## src/design/sobel_pkg.sv

```systemverilog
// Shared types, constants and register codes for the RGB Sobel edge stream.
// Used by every module of the block; depends on nothing else.
package sobel_pkg;

   localparam int MAX_WIDTH_DEF   = 1024;
   localparam int QUEUE_DEPTH_DEF = 4;

   localparam int WIDTH_REG_W  = 11;
   localparam int HEIGHT_REG_W = 16;
   localparam int CSR_DATA_W   = 16;
   localparam int CSR_INDEX_W  = 1;

   localparam logic [WIDTH_REG_W-1:0]  WIDTH_RESET  = 11'd800;
   localparam logic [HEIGHT_REG_W-1:0] HEIGHT_RESET = 16'd600;

   localparam int CHAN_W    = 8;
   localparam int NUM_CHAN  = 3;
   localparam int PIX_W     = CHAN_W * NUM_CHAN;
   localparam int ROW_W     = 16;
   localparam int COL_OUT_W = 10;
   localparam int GRAD_W    = 11;
   localparam int SQ_W      = 21;
   localparam int PROD_W    = 22;
   localparam int ROOT_SQ_W = 16;

   localparam logic [SQ_W-1:0]   ROOT_CLAMP_LIMIT = 21'd65025;
   localparam logic [CHAN_W-1:0] EDGE_MAX         = 8'd255;
   localparam logic [CHAN_W-1:0] ROOT_FIRST_BIT   = 8'h80;

   typedef logic [CSR_INDEX_W-1:0] csr_index_type;
   localparam csr_index_type REG_IMAGE_WIDTH  = 1'd0;
   localparam csr_index_type REG_IMAGE_HEIGHT = 1'd1;

   typedef struct packed {
      logic [ROW_W-1:0]     row_cur;
      logic [ROW_W-1:0]     row_up;
      logic [COL_OUT_W-1:0] col_cur;
      logic [COL_OUT_W-1:0] col_left;
      logic [COL_OUT_W-1:0] col_last;
      logic                 has_a;
      logic                 mag_a;
      logic                 has_b;
      logic                 has_c;
   } pos_type;

   typedef struct packed {
      pos_type                          pos;
      logic [NUM_CHAN-1:0][GRAD_W-1:0] gx;
      logic [NUM_CHAN-1:0][GRAD_W-1:0] gy;
   } task_type;

   typedef enum logic [1:0] {
      B_IDLE,
      B_SQUARE,
      B_ROOT,
      B_EMIT
   } back_state_type;

endpackage

```

## src/design/sobel_queue.sv

```systemverilog
// Short task queue between the front end and the back end.
// Holds sobel_pkg::task_type entries; depends on sobel_pkg only.
module sobel_queue #(
   parameter int QUEUE_DEPTH = sobel_pkg::QUEUE_DEPTH_DEF
) (
   input  logic                              clock,
   input  logic                              reset,
   input  logic                              q_push,
   input  sobel_pkg::task_type               q_data,
   input  logic                              q_pop,
   output sobel_pkg::task_type               q_head,
   output logic                              q_empty,
   output logic [$clog2(QUEUE_DEPTH+1)-1:0]  q_free
);
   import sobel_pkg::*;

   localparam int PW   = $clog2(QUEUE_DEPTH);
   localparam int CNTW = $clog2(QUEUE_DEPTH + 1);

   task_type        slot_mem [QUEUE_DEPTH];
   logic [PW-1:0]   wr_ptr_ff, wr_ptr_in;
   logic [PW-1:0]   rd_ptr_ff, rd_ptr_in;
   logic [CNTW-1:0] count_ff, count_in;

   assign q_head  = slot_mem[rd_ptr_ff];
   assign q_empty = count_ff == '0;
   assign q_free  = CNTW'(QUEUE_DEPTH) - count_ff;

   always_comb begin
      wr_ptr_in = wr_ptr_ff;
      rd_ptr_in = rd_ptr_ff;
      if (q_push) begin
         wr_ptr_in = (wr_ptr_ff == PW'(QUEUE_DEPTH - 1)) ? '0 : wr_ptr_ff + PW'(1);
      end
      if (q_pop) begin
         rd_ptr_in = (rd_ptr_ff == PW'(QUEUE_DEPTH - 1)) ? '0 : rd_ptr_ff + PW'(1);
      end
      count_in = count_ff + CNTW'(q_push) - CNTW'(q_pop);
   end

   always_ff @(posedge clock) begin
      if (q_push) begin
         slot_mem[wr_ptr_ff] <= q_data;
      end
   end

   always_ff @(posedge clock) begin
      if (reset) begin
         wr_ptr_ff <= '0;
         rd_ptr_ff <= '0;
         count_ff  <= '0;
      end else begin
         wr_ptr_ff <= wr_ptr_in;
         rd_ptr_ff <= rd_ptr_in;
         count_ff  <= count_in;
      end
   end

endmodule

```

## config.mk

```make
export PLATFORM = sky130hd
export DESIGN_NAME = sobel_queue
export DESIGN_NICKNAME = d
export VERILOG_FILES = /design/src/design/sobel_pkg.sv /design/src/design/sobel_queue.sv
export SDC_FILE = /design/constraint.sdc
export NUM_CORES = 1
export LEC_CHECK = 0
export BUFFER_PORTS_ARGS = -buffer_cell sky130_fd_sc_hd__buf_2
export CORE_ASPECT_RATIO = 1.1
export CORE_MARGIN = 5
export CORE_UTILIZATION = 57
export CTS_CLUSTER_DIAMETER = 40
export DETAILED_ROUTE_END_ITERATION = 12
export GPL_TIMING_DRIVEN = 0
export PLACE_DENSITY_LB_ADDON = 0.12
export SYNTH_ARGS = -nofsm -noshare
export SYNTH_HDL_FRONTEND = slang
export SYNTH_SLANG_ARGS = --single-unit
```

## constraint.sdc

```tcl
create_clock -name clock -period 5.5 [get_ports clock]
set_input_delay 1.65 -clock clock [delete_from_list [all_inputs] [get_ports clock]]
set_output_delay 1.65 -clock clock [all_outputs]
set_load 0.02 [all_outputs]
```

==> flow_summary.toml <==
[clocking]
clockBufferDepth = 3
clk_pin_slew_ps = 60
cts_resized = 0
root_buffer = "clkbuf_16"
cts_tree = "yes"
cts_made_buffers = 54
htreeDepth = 2
clock_sinks = 537
ctsHoldBuffers = 0
post_cts_buffers = 0
clock_latency_ps = 570

[yosys]
synth_top_area_frac = 0.8125
synth_top_area_cell = "edfxtp_1"
synth_most_common_cell = "edfxtp_1"
synth_area_leaders = "edfxtp_1 81%, mux4_2 15%, dfxtp_1 0.92%"
synth-seq-area-share = 0.8217
yosys.cell_types.count = 18
netlist_instances = 736
syn_area_mm2 = 0.01951
synth_nets = 882
synth_ff_type = "edfxtp_1"
synth_common_cells = "528 x edfxtp_1, 132 x mux4_2, 15 x buf_2"
synth_seq_cells = 537
syn_avg_cell_area_um2 = 26.51
synth-edff-count = 528
ys_async_sr_fraction = 0
yosysWarnings = 0

[floorplanning]
pin_count = 272
dieWidth_um = 186.4
fp.dieH_um = 204.1
fp-row-count = 71
start_util = 0.5735
coreArea_mm2 = 0.03402
die_area_mm2 = 0.03804

[sta]
min_period_ps = 3997
timing.final.crit_share = 0.7266
report.final.hold_viol_count = 0
fmax_mhz = 250.2
holdWs_ps = 499.9
finalClockSkew_ps = 15.29
rsz0062_at_grt = "no"
drv_slew = 0
finalSetupViolCount = 0
worst_slew_pin_slew_ps = 670.8
finalWorstSetupSlack_ps = 1503
relSlewSlack = 0.5528
setup_tns_ps = 0

[placement]
dp_cells = 1454
place_congestion = 0.7096
dp.final_hpwl_um = 22810
io_buffers = 271
place_area_mm2 = 0.02166
post-place-ws_ps = 2050

[worst_setup_path]
end_kind = "primary output"
crit_type = "flip-flop to primary output"
path_common_cell = "buf_2"
start_kind = "flip-flop"
cp_data_arrival_time_ps = 2350
cp.required_ps = 3850
cpPeakStageDelay_ps = 360
crit_chain = "buf_2 > buf_2 > buf_2 > mux4_2 > buf_2"
crit_fanout = 10
slowest_stage = "buf_2"

[global_routing]
grt_max_degree = 58
grt_pass1_vias = 9292
grt_remaining_overflow = 0
antenna_found_initial = 9
grt_pass1_wl_um = 55500
grt_usage = 0.1910

[power_and_ir_drop]
power_frac_comb = 0.100
p_switching_mw = 2.034
ir_drop_mv = 0.3895
seqPwrFrac = 0.525
p_leak_nw = 7.927
power.internal_mw = 6.946
switching_share = 0.2265
total_power_mw = 8.980
power.density_mw_per_mm2 = 384.8
clkPwrFrac = 0.376

[cells_and_area]
utilization = 0.6858
area_growth_pct = 19.58
drive_gt1_frac = 0.4722
instances_no_fill = 1558
nets = 1218
n_fill_cell = 2116
fin_area_mm2 = 0.02333

[route]
dr_total_vias = 8744
ant_nets = 0
wire_per_inst_um = 23.27
wirelength_um = 36250
route.detailed.drc = 0
dr.pass1.iters = 4
initialDrtViolationCount = 507
via_per_inst = 5.612

[run_status]
status = "completed"

[run]
cap_viol_max_count = 0

[hold_path]
min_path_type = "flip-flop to flip-flop"
==> flip-flops by register name (all words and copies together) (netlist names), named ones only <==
name	count
count_ff	3
rd_ptr_ff	2
slot_mem	528
wr_ptr_ff	2
==> placed cells by master, fill, tap and decap left out, drive strengths merged <==
| master | n |
|---|---|
| mux2i | 2 |
| and2 | 4 |
| clkbuf | 66 |
| diode | 4 |
| a21oi | 2 |
| or3b | 2 |
| inv | 12 |
| xnor3 | 1 |
| clkinvlp | 7 |
| nor2b | 1 |
| mux4 | 132 |
| nor2 | 4 |
| clkinv | 26 |
| fa | 1 |
| ha | 9 |
| bufinv | 2 |
| dfxtp | 9 |
| buf | 306 |
| nand2b | 2 |
| edfxtp | 528 |
==> power by group through the flow <==
stage          Clock (mW)  Sequential, mW  Combinational (mW)
6_report             3.37            4.71               0.896
5_1_grt              3.65            4.72               0.966
4_1_cts              3.46            4.71               0.918
3_5_place_dp            0            4.80               0.914
3_3_place_gp            0            4.83               0.882
2_1_floorplan           0            4.81               0.564
==> area by class of cell <==
| class | count | area (µm²) | area share |
|---|---|---|---|
| flip-flops and latches | 537 | 16040 | 0.6872 |
| multi-input cells | 160 | 3244 | 0.1390 |
| repair buffers | 280 | 1589 | 0.06810 |
| clock buffers | 61 | 1378 | 0.05903 |
| well taps | 438 | 548.0 | 0.02349 |
| clock inverters | 39 | 286.5 | 0.01228 |
| plain buffers | 31 | 214.0 | 0.009169 |
| inverters | 8 | 30.03 | 0.001287 |
| diodes | 4 | 10.01 | 0.0004290 |
==> metal layers <==
layer,track usage,vias to the layer above,wire length [µm]
met5,0,-,71
met4,0.05480,10,725
met3,0.06218,64,3161
met2,0.3078,302,18210
met1,0.2556,4498,14080
li1,-,3870,-
==> final timing paths <==
kind	from	to	slack, ps	cells past startpoint
worst min register to register	rd_ptr_ff[0]	flip-flop	500	2
worst max register to register	wr_ptr_ff[0]	slot_mem[3][93]	3560	3
worst max-delay path	flip-flop	q_head[101]	1500	5
worst min-delay path	rd_ptr_ff[0]	flip-flop	500	2
==> cells by family (layout without fill, tap and decap cells) <==
| family | Yosys count | count (layout) | synth area share |
|---|---|---|---|
| adder cells (fa/ha/maj) | 10 | 10 | 0.006797 |
| flip-flops | 537 | 537 | 0.8217 |
| XOR/XNOR | 1 | 1 | 0.001154 |
| buffers and inverters | 39 | 419 | 0.01250 |
| AND/OR/NAND/NOR | 13 | 13 | 0.003911 |
| AO/OA/AOI/OAI | 2 | 2 | 0.0005130 |
| multiplexers | 134 | 134 | 0.1534 |
| other | 0 | 4 | 0 |
==> worst max-delay path, delay by kind of cell, from the launching register on <==
kind	cells	cell delay (ps)
buffers and inverters	4	1110
DFF	1	300
muxes	1	360
Note: power is estimated with default switching activity, not from simulation.
