$ cat src/design/sobel_pkg.sv
// Shared types, constants and register codes for the RGB Sobel edge stream.
// Used by every module of the block; depends on nothing else.
package sobel_pkg;

   localparam int MAX_WIDTH_DEF   = 1024;
   localparam int QUEUE_DEPTH_DEF = 4;

   localparam int WIDTH_REG_W  = 11;
   localparam int HEIGHT_REG_W = 16;
   localparam int CSR_DATA_W   = 16;
   localparam int CSR_INDEX_W  = 1;

   localparam logic [WIDTH_REG_W-1:0]  WIDTH_RESET  = 11'd800;
   localparam logic [HEIGHT_REG_W-1:0] HEIGHT_RESET = 16'd600;

   localparam int CHAN_W    = 8;
   localparam int NUM_CHAN  = 3;
   localparam int PIX_W     = CHAN_W * NUM_CHAN;
   localparam int ROW_W     = 16;
   localparam int COL_OUT_W = 10;
   localparam int GRAD_W    = 11;
   localparam int SQ_W      = 21;
   localparam int PROD_W    = 22;
   localparam int ROOT_SQ_W = 16;

   localparam logic [SQ_W-1:0]   ROOT_CLAMP_LIMIT = 21'd65025;
   localparam logic [CHAN_W-1:0] EDGE_MAX         = 8'd255;
   localparam logic [CHAN_W-1:0] ROOT_FIRST_BIT   = 8'h80;

   typedef logic [CSR_INDEX_W-1:0] csr_index_type;
   localparam csr_index_type REG_IMAGE_WIDTH  = 1'd0;
   localparam csr_index_type REG_IMAGE_HEIGHT = 1'd1;

   typedef struct packed {
      logic [ROW_W-1:0]     row_cur;
      logic [ROW_W-1:0]     row_up;
      logic [COL_OUT_W-1:0] col_cur;
      logic [COL_OUT_W-1:0] col_left;
      logic [COL_OUT_W-1:0] col_last;
      logic                 has_a;
      logic                 mag_a;
      logic                 has_b;
      logic                 has_c;
   } pos_type;

   typedef struct packed {
      pos_type                          pos;
      logic [NUM_CHAN-1:0][GRAD_W-1:0] gx;
      logic [NUM_CHAN-1:0][GRAD_W-1:0] gy;
   } task_type;

   typedef enum logic [1:0] {
      B_IDLE,
      B_SQUARE,
      B_ROOT,
      B_EMIT
   } back_state_type;

endpackage

$ cat src/design/sobel_if.sv


interface sobel_rsp_if;
   logic                            valid;
   logic                            ready;
   logic [sobel_pkg::ROW_W-1:0]     out_row;
   logic [sobel_pkg::COL_OUT_W-1:0] out_col;
   logic [sobel_pkg::CHAN_W-1:0]    edge_red;
   logic [sobel_pkg::CHAN_W-1:0]    edge_green;
   logic [sobel_pkg::CHAN_W-1:0]    edge_blue;
   logic                            run_last;

   modport source (output valid, output out_row, output out_col, output edge_red,
                   output edge_green, output edge_blue, output run_last, input ready);
   modport sink (input valid, input out_row, input out_col, input edge_red,
                 input edge_green, input edge_blue, input run_last, output ready);
endinterface

$ cat src/design/sobel_back.sv
// Back end: sum of squares, bit-serial clamped square root and result sequencing.
// Drives the result channel through an output register; uses sobel_pkg and sobel_rsp_if.
module sobel_back (
   input  logic                clock,
   input  logic                reset,
   input  sobel_pkg::task_type q_head,
   input  logic                q_empty,
   output logic                q_pop,
   sobel_rsp_if.source         rsp_chan
);
   import sobel_pkg::*;

   back_state_type       state_ff, state_in;
   task_type             task_ff, task_in;
   logic [SQ_W-1:0]      sq_ff [NUM_CHAN];
   logic [SQ_W-1:0]      sq_in [NUM_CHAN];
   logic [CHAN_W-1:0]    root_ff [NUM_CHAN];
   logic [CHAN_W-1:0]    root_in [NUM_CHAN];
   logic [CHAN_W-1:0]    bit_ff, bit_in;
   logic [2:0]           pend_ff, pend_in;

   logic                 out_valid_ff, out_valid_in;
   logic [ROW_W-1:0]     out_row_ff, out_row_in;
   logic [COL_OUT_W-1:0] out_col_ff, out_col_in;
   logic [CHAN_W-1:0]    out_edge_ff [NUM_CHAN];
   logic [CHAN_W-1:0]    out_edge_in [NUM_CHAN];
   logic                 out_last_ff, out_last_in;

   logic                 load_out;
   logic [2:0]           pend_left;
   logic signed [GRAD_W-1:0] gx_s [NUM_CHAN];
   logic signed [GRAD_W-1:0] gy_s [NUM_CHAN];
   logic signed [PROD_W-1:0] sum_s [NUM_CHAN];
   logic [CHAN_W-1:0]    trial [NUM_CHAN];
   logic [ROOT_SQ_W-1:0] trial_sq [NUM_CHAN];
   logic [CHAN_W-1:0]    edge_val [NUM_CHAN];

   always_comb begin
      q_pop    = 1'b0;
      load_out = 1'b0;
      case (state_ff)
         B_IDLE: q_pop = !q_empty;
         B_EMIT: load_out = !out_valid_ff || rsp_chan.ready;
         default: ;
      endcase
   end

   always_comb begin
      if (pend_ff[0]) begin
         pend_left = pend_ff & 3'b110;
      end else if (pend_ff[1]) begin
         pend_left = pend_ff & 3'b100;
      end else begin
         pend_left = 3'b000;
      end
   end

   always_comb begin
      state_in = state_ff;
      case (state_ff)
         B_IDLE: begin
            if (!q_empty) begin
               state_in = q_head.pos.mag_a ? B_SQUARE : B_EMIT;
            end
         end
         B_SQUARE: state_in = B_ROOT;
         B_ROOT: begin
            if (bit_ff[0]) begin
               state_in = B_EMIT;
            end
         end
         B_EMIT: begin
            if (load_out && (pend_left == 3'b000)) begin
               state_in = B_IDLE;
            end
         end
         default: state_in = B_IDLE;
      endcase
   end

   always_comb begin
      task_in = q_pop ? q_head : task_ff;
      pend_in = pend_ff;
      if (q_pop) begin
         pend_in = {q_head.pos.has_c, q_head.pos.has_b, q_head.pos.has_a};
      end else if (load_out) begin
         pend_in = pend_left;
      end

      bit_in = bit_ff;
      if (state_ff == B_SQUARE) begin
         bit_in = ROOT_FIRST_BIT;
      end else if (state_ff == B_ROOT) begin
         bit_in = bit_ff >> 1;
      end

      for (int k = 0; k < NUM_CHAN; k++) begin
         gx_s[k]     = $signed(task_ff.gx[k]);
         gy_s[k]     = $signed(task_ff.gy[k]);
         sum_s[k]    = PROD_W'(gx_s[k]) * PROD_W'(gx_s[k])
                     + PROD_W'(gy_s[k]) * PROD_W'(gy_s[k]);
         trial[k]    = root_ff[k] | bit_ff;
         trial_sq[k] = ROOT_SQ_W'(trial[k]) * ROOT_SQ_W'(trial[k]);
         sq_in[k]    = (state_ff == B_SQUARE) ? sum_s[k][SQ_W-1:0] : sq_ff[k];
         root_in[k]  = root_ff[k];
         if (state_ff == B_SQUARE) begin
            root_in[k] = '0;
         end else if ((state_ff == B_ROOT) && (SQ_W'(trial_sq[k]) <= sq_ff[k])) begin
            root_in[k] = trial[k];
         end
         edge_val[k] = (sq_ff[k] >= ROOT_CLAMP_LIMIT) ? EDGE_MAX : root_ff[k];
      end
   end

   always_comb begin
      out_valid_in = load_out ? 1'b1 : (rsp_chan.ready ? 1'b0 : out_valid_ff);
      out_row_in   = out_row_ff;
      out_col_in   = out_col_ff;
      out_edge_in  = out_edge_ff;
      out_last_in  = out_last_ff;
      if (load_out) begin
         out_last_in = pend_left == 3'b000;
         for (int k = 0; k < NUM_CHAN; k++) begin
            out_edge_in[k] = '0;
         end
         if (pend_ff[0]) begin
            out_row_in = task_ff.pos.row_up;
            out_col_in = task_ff.pos.col_left;
            if (task_ff.pos.mag_a) begin
               out_edge_in = edge_val;
            end
         end else if (pend_ff[1]) begin
            out_row_in = task_ff.pos.row_up;
            out_col_in = task_ff.pos.col_last;
         end else begin
            out_row_in = task_ff.pos.row_cur;
            out_col_in = task_ff.pos.col_cur;
         end
      end
   end

   assign rsp_chan.valid      = out_valid_ff;
   assign rsp_chan.out_row    = out_row_ff;
   assign rsp_chan.out_col    = out_col_ff;
   assign rsp_chan.edge_red   = out_edge_ff[0];
   assign rsp_chan.edge_green = out_edge_ff[1];
   assign rsp_chan.edge_blue  = out_edge_ff[2];
   assign rsp_chan.run_last   = out_last_ff;

   always_ff @(posedge clock) begin
      if (reset) begin
         state_ff     <= B_IDLE;
         pend_ff      <= '0;
         out_valid_ff <= 1'b0;
      end else begin
         state_ff     <= state_in;
         pend_ff      <= pend_in;
         out_valid_ff <= out_valid_in;
      end
   end

   always_ff @(posedge clock) begin
      task_ff     <= task_in;
      sq_ff       <= sq_in;
      root_ff     <= root_in;
      bit_ff      <= bit_in;
      out_row_ff  <= out_row_in;
      out_col_ff  <= out_col_in;
      out_edge_ff <= out_edge_in;
      out_last_ff <= out_last_in;
   end

endmodule

$ cat src/flat_wrapper.sv
// flat-port wrapper written by rule: the top's interface ports become plain ports
module sobel_back_flat import sobel_pkg::*;
  (clock, reset, q_head, q_empty, q_pop, rsp_chan_valid, rsp_chan_out_row, rsp_chan_out_col, rsp_chan_edge_red, rsp_chan_edge_green, rsp_chan_edge_blue, rsp_chan_run_last, rsp_chan_ready);
  sobel_rsp_if rsp_chan_i ();
  input  logic clock;
  input  logic reset;
  input  sobel_pkg::task_type q_head;
  input  logic q_empty;
  output logic q_pop;
  output wire logic [$bits(rsp_chan_i.valid)-1:0] rsp_chan_valid;
  output wire logic [$bits(rsp_chan_i.out_row)-1:0] rsp_chan_out_row;
  output wire logic [$bits(rsp_chan_i.out_col)-1:0] rsp_chan_out_col;
  output wire logic [$bits(rsp_chan_i.edge_red)-1:0] rsp_chan_edge_red;
  output wire logic [$bits(rsp_chan_i.edge_green)-1:0] rsp_chan_edge_green;
  output wire logic [$bits(rsp_chan_i.edge_blue)-1:0] rsp_chan_edge_blue;
  output wire logic [$bits(rsp_chan_i.run_last)-1:0] rsp_chan_run_last;
  input wire logic [$bits(rsp_chan_i.ready)-1:0] rsp_chan_ready;
  assign rsp_chan_valid = rsp_chan_i.valid;
  assign rsp_chan_out_row = rsp_chan_i.out_row;
  assign rsp_chan_out_col = rsp_chan_i.out_col;
  assign rsp_chan_edge_red = rsp_chan_i.edge_red;
  assign rsp_chan_edge_green = rsp_chan_i.edge_green;
  assign rsp_chan_edge_blue = rsp_chan_i.edge_blue;
  assign rsp_chan_run_last = rsp_chan_i.run_last;
  assign rsp_chan_i.ready = rsp_chan_ready;
  sobel_back u_core (.clock(clock), .reset(reset), .q_head(q_head), .q_empty(q_empty), .q_pop(q_pop), .rsp_chan(rsp_chan_i));
endmodule
$ cat config.mk
export PLATFORM = sky130hd
export DESIGN_NAME = sobel_back_flat
export DESIGN_NICKNAME = d
export VERILOG_FILES = /design/src/design/sobel_pkg.sv /design/src/design/sobel_if.sv /design/src/design/sobel_back.sv /design/src/flat_wrapper.sv
export SDC_FILE = /design/constraint.sdc
export NUM_CORES = 2
export LEC_CHECK = 0
export BUFFER_PORTS_ARGS = -buffer_cell sky130_fd_sc_hd__buf_4
export CORE_ASPECT_RATIO = 1.2
export CORE_MARGIN = 4
export CORE_UTILIZATION = 42
export CTS_CLUSTER_SIZE = 20
export DETAILED_ROUTE_END_ITERATION = 10
export PLACE_DENSITY = 0.68
export SKIP_CTS_REPAIR_TIMING = 1
export SLEW_MARGIN = 20
export SYNTH_ARGS = -nofsm -noshare
export SYNTH_HDL_FRONTEND = slang
export SYNTH_SLANG_ARGS = --single-unit
$ cat constraint.sdc
create_clock -name clock -period 7.9 [get_ports clock]
set_clock_uncertainty 0.05 [all_clocks]
set_input_delay 1.58 -clock clock [delete_from_list [all_inputs] [get_ports clock]]
set_output_delay 1.58 -clock clock [all_outputs]
set_load 0.005 [all_outputs]
==> results.yml <==
sta:
  fmax_ghz: 0.1443
  hold_viol: 0
  max_slew.worst_pin.slew_ps: 1007
  rsz0062_at_grt: "no"
  relSlewSlack_pct: 32.78
  setup_viol: 0
  whs_ps: 449.2
  fin_ws_ps: 971.7
  final.min_clock_period_ps: 6928
  finalCritPeriodShare_pct: 87.70
  setup_tns_ps: 0
  final_max_slew_viol_count: 0
route:
  wl_um: 83630
  vias_per_cell: 4.807
  first_pass_iters: 5
  dr_total_vias: 25440
  drt_iter0_markers: 1148
  drtAntennaViolNets: 0
  wl_per_cell_um: 15.80
  drc: 0
placed_design:
  port_buffers: 188
  dp_cells: 5227
  place_ws_ps: 988.5
  dp_hpwl_um: 70270
  place.gp.congestion: 0.8860
finish:
  drive_gt1_share_pct: 7.348
  layout.cells.non_filler: 5292
  antennaDiodeCount: 0
  area_delta_synth_final_pct: 10.04
  nets: 5278
logic_synthesis:
  synthMostInstantiatedCell: "inv_1"
  synth_fp_nets: 5129
  synth_enable_flop_cells: 243
  synth-seq-cells: 281
  synth.largest_area_cell: "fa_1"
  yosys_warnings: 0
  yosys-top-cells-area: "fa_1, edfxtp_1, ha_1"
  ys_types: 61
  yosysTopAreaCellShare_pct: 37.90
  syn_inst: 3866
  async_reset_ff_share_pct: 0
  avgSynthCellArea_um2: 10.27
  yosysSeqAreaShare_pct: 20.29
  netlist_area_um2: 39720
  yosys-top-cells-count: "inv_1, fa_1, ha_1"
  synth-main-ff-cell: "edfxtp_1"
critical_path:
  crit_path_top_delay_cell: "edfxtp_1"
  reg2reg_from: "u_core.gx_s[21]"
  start_kind: "flop"
  worstReg2RegEnd: "u_core.sq_ff[40]"
  critPathCaptureType: "flop"
  cp.arrival_ps: 7190
  rrSetupSlack_ps: 970
  cp_max_fo: 21
  critical_path.cell_chain: "nand2_1 -> inv_1 -> fa_1 -> fa_1 -> inv_1 -> fa_1 -> fa_1 -> inv_1 -> fa_1 -> inv_1 -> fa_1 -> fa_1 -> inv_1 -> ha_1 -> a21oi_1 -> o21ai_0 -> a21o_1 -> a221oi_1 -> o21bai_1 -> mux2i_1 -> o2111ai_1"
  crit_start: "u_core.gx_s[21]"
  reg2reg_depth: 21
  worstSetupPathType: "flop to flop"
  worstPathRequired_ps: 8160
  slowest_delay_ps: 770
  crit_end: "u_core.sq_ff[40]"
  cp_common_cell: "fa_1"
global_routing:
  grt_overflow: 0
  grt_pass1_wl_um: 139000
  grt_use_total_pct: 17.45
  antenna_found_initial: 1
  grt_pass1_vias: 27670
  grt_max_degree: 78
job:
  drv_cap: 0
die:
  die_h_um: 344.9
  io_pins: 189
  start_util_pct: 42.38
  chipWidth_um: 288.7
  std_cell_rows: 123
  core_um2: 93720
  die_area_um2: 99580
clock_tree:
  clk_latency_ps: 580
  htreeDepth: 2
  cts_tree: "done"
  cts_root_buf: "clkbuf_16"
  clockBufferDepth: 3
  cts_buffers: 36
  clkTransAtPathRegs_ps: 60
  clock_sinks: 281
hold_path:
  holdCritPathClass: "flop to flop"
status:
  status: "completed"
-- cells in the final DEF (no fill, tap or decap), types with 6 or more instances in the layout --
cell type	synthesis	layout
inv_1	1098	1096
fa_1	752	752
ha_1	375	373
nand2_1	253	253
edfxtp_1	243	243
buf_4	0	202
nor2_1	184	183
xnor2_1	131	131
and2_1	113	113
a21oi_1	77	77
nor2b_1	63	63
o21ai_0	60	60
o21a_1	48	48
nor3_1	40	40
clkbuf_16	0	38
dfxtp_1	38	38
xor2_1	34	34
a21o_1	32	32
o22ai_1	21	21
mux2_2	19	19
nand2b_1	17	17
a211oi_1	17	17
nand4_1	16	16
a31oi_1	14	14
nor4_1	13	13
mux2i_1	12	12
nand3_1	10	10
o21bai_1	9	9
o211ai_1	8	8
or3_1	7	7
and3_1	7	7
or4_1	6	6
clkbuf_1	90	6
-- metal layers --
metal	part of all wire, %	GRT usage [%]	vias to the layer above
met3	3.5	2.103	153
li1	-	-	12030
met5	0.011	0	-
met1	40	21.98	12830
met4	5.0	7.768	2
met2	51	30.25	424
-- registers in the layout (all words and copies together) (netlist names) --
name,count
u_core.pend_ff,3
u_core.task_ff,63
u_core.state_ff,2
u_core.rsp_chan.out_row,16
u_core.rsp_chan.run_last,1
u_core.rsp_chan.edge_red,8
u_core.bit_ff,8
u_core.rsp_chan.edge_green,8
u_core.rsp_chan.edge_blue,8
u_core.rsp_chan.out_col,10
u_core.gx_s,33
u_core.sq_ff,63
u_core.gy_s,33
u_core.rsp_chan.valid,1
u_core.root_ff,24
-- how the worst min path moves through the flow --
| stage | startpoint | end | slack, ps | cells after the start |
|---|---|---|---|---|
| after floorplan | u_core.root_ff[11] | u_core.root_ff[11] | 410 | 2 |
| after global placement | u_core.pend_ff[2] | u_core.pend_ff[2] | 430 | 2 |
| after detailed placement | u_core.root_ff[11] | u_core.root_ff[11] | 440 | 2 |
| after CTS | u_core.root_ff[5] | u_core.root_ff[5] | 450 | 2 |
| after global routing | u_core.root_ff[5] | u_core.root_ff[5] | 470 | 2 |
| final | u_core.root_ff[5] | u_core.root_ff[5] | 450 | 2 |
-- metrics by stage --
stage	area, um^2	util [%]
after floorplan	39720	-
after global placement	42490	45.33
after detailed placement	42490	45.34
after CTS	43710	46.64
after global routing	43710	46.64
final	43710	46.64
-- critical path: cells and delay by family (launching register included) --
kind	cells	cell delay, ps
compound gates	6	1180
fa+ha+maj	8	3790
buf+inv	5	400
flops	1	770
mux	1	170
simple gates	1	290
-- logic make-up after synthesis --
| logic type | synth area share [%] |
|---|---|
| xor gates and xnor gates | 3.638 |
| buffers and inverters | 11.25 |
| DFF | 20.29 |
| adders and majority gates | 49.71 |
| and+or+nand+nor | 8.952 |
| AOI/OAI and AO/OA | 5.327 |
| muxes | 0.8410 |
-- cell type report --
class / instances / area (um^2)
inverter: 1099 / 4130
clock buffer: 46 / 1001
clock inverter: 19 / 217.7
tap: 1250 / 1564
fill: 8692 / 50010
multi-input combinational: 2395 / 27220
timing repair buffer: 202 / 1516
sequential: 281 / 8058
Power is left out: the tool's default activity adds up to more than one toggle a clock period on the data nets, which glitch-free logic cannot reach.
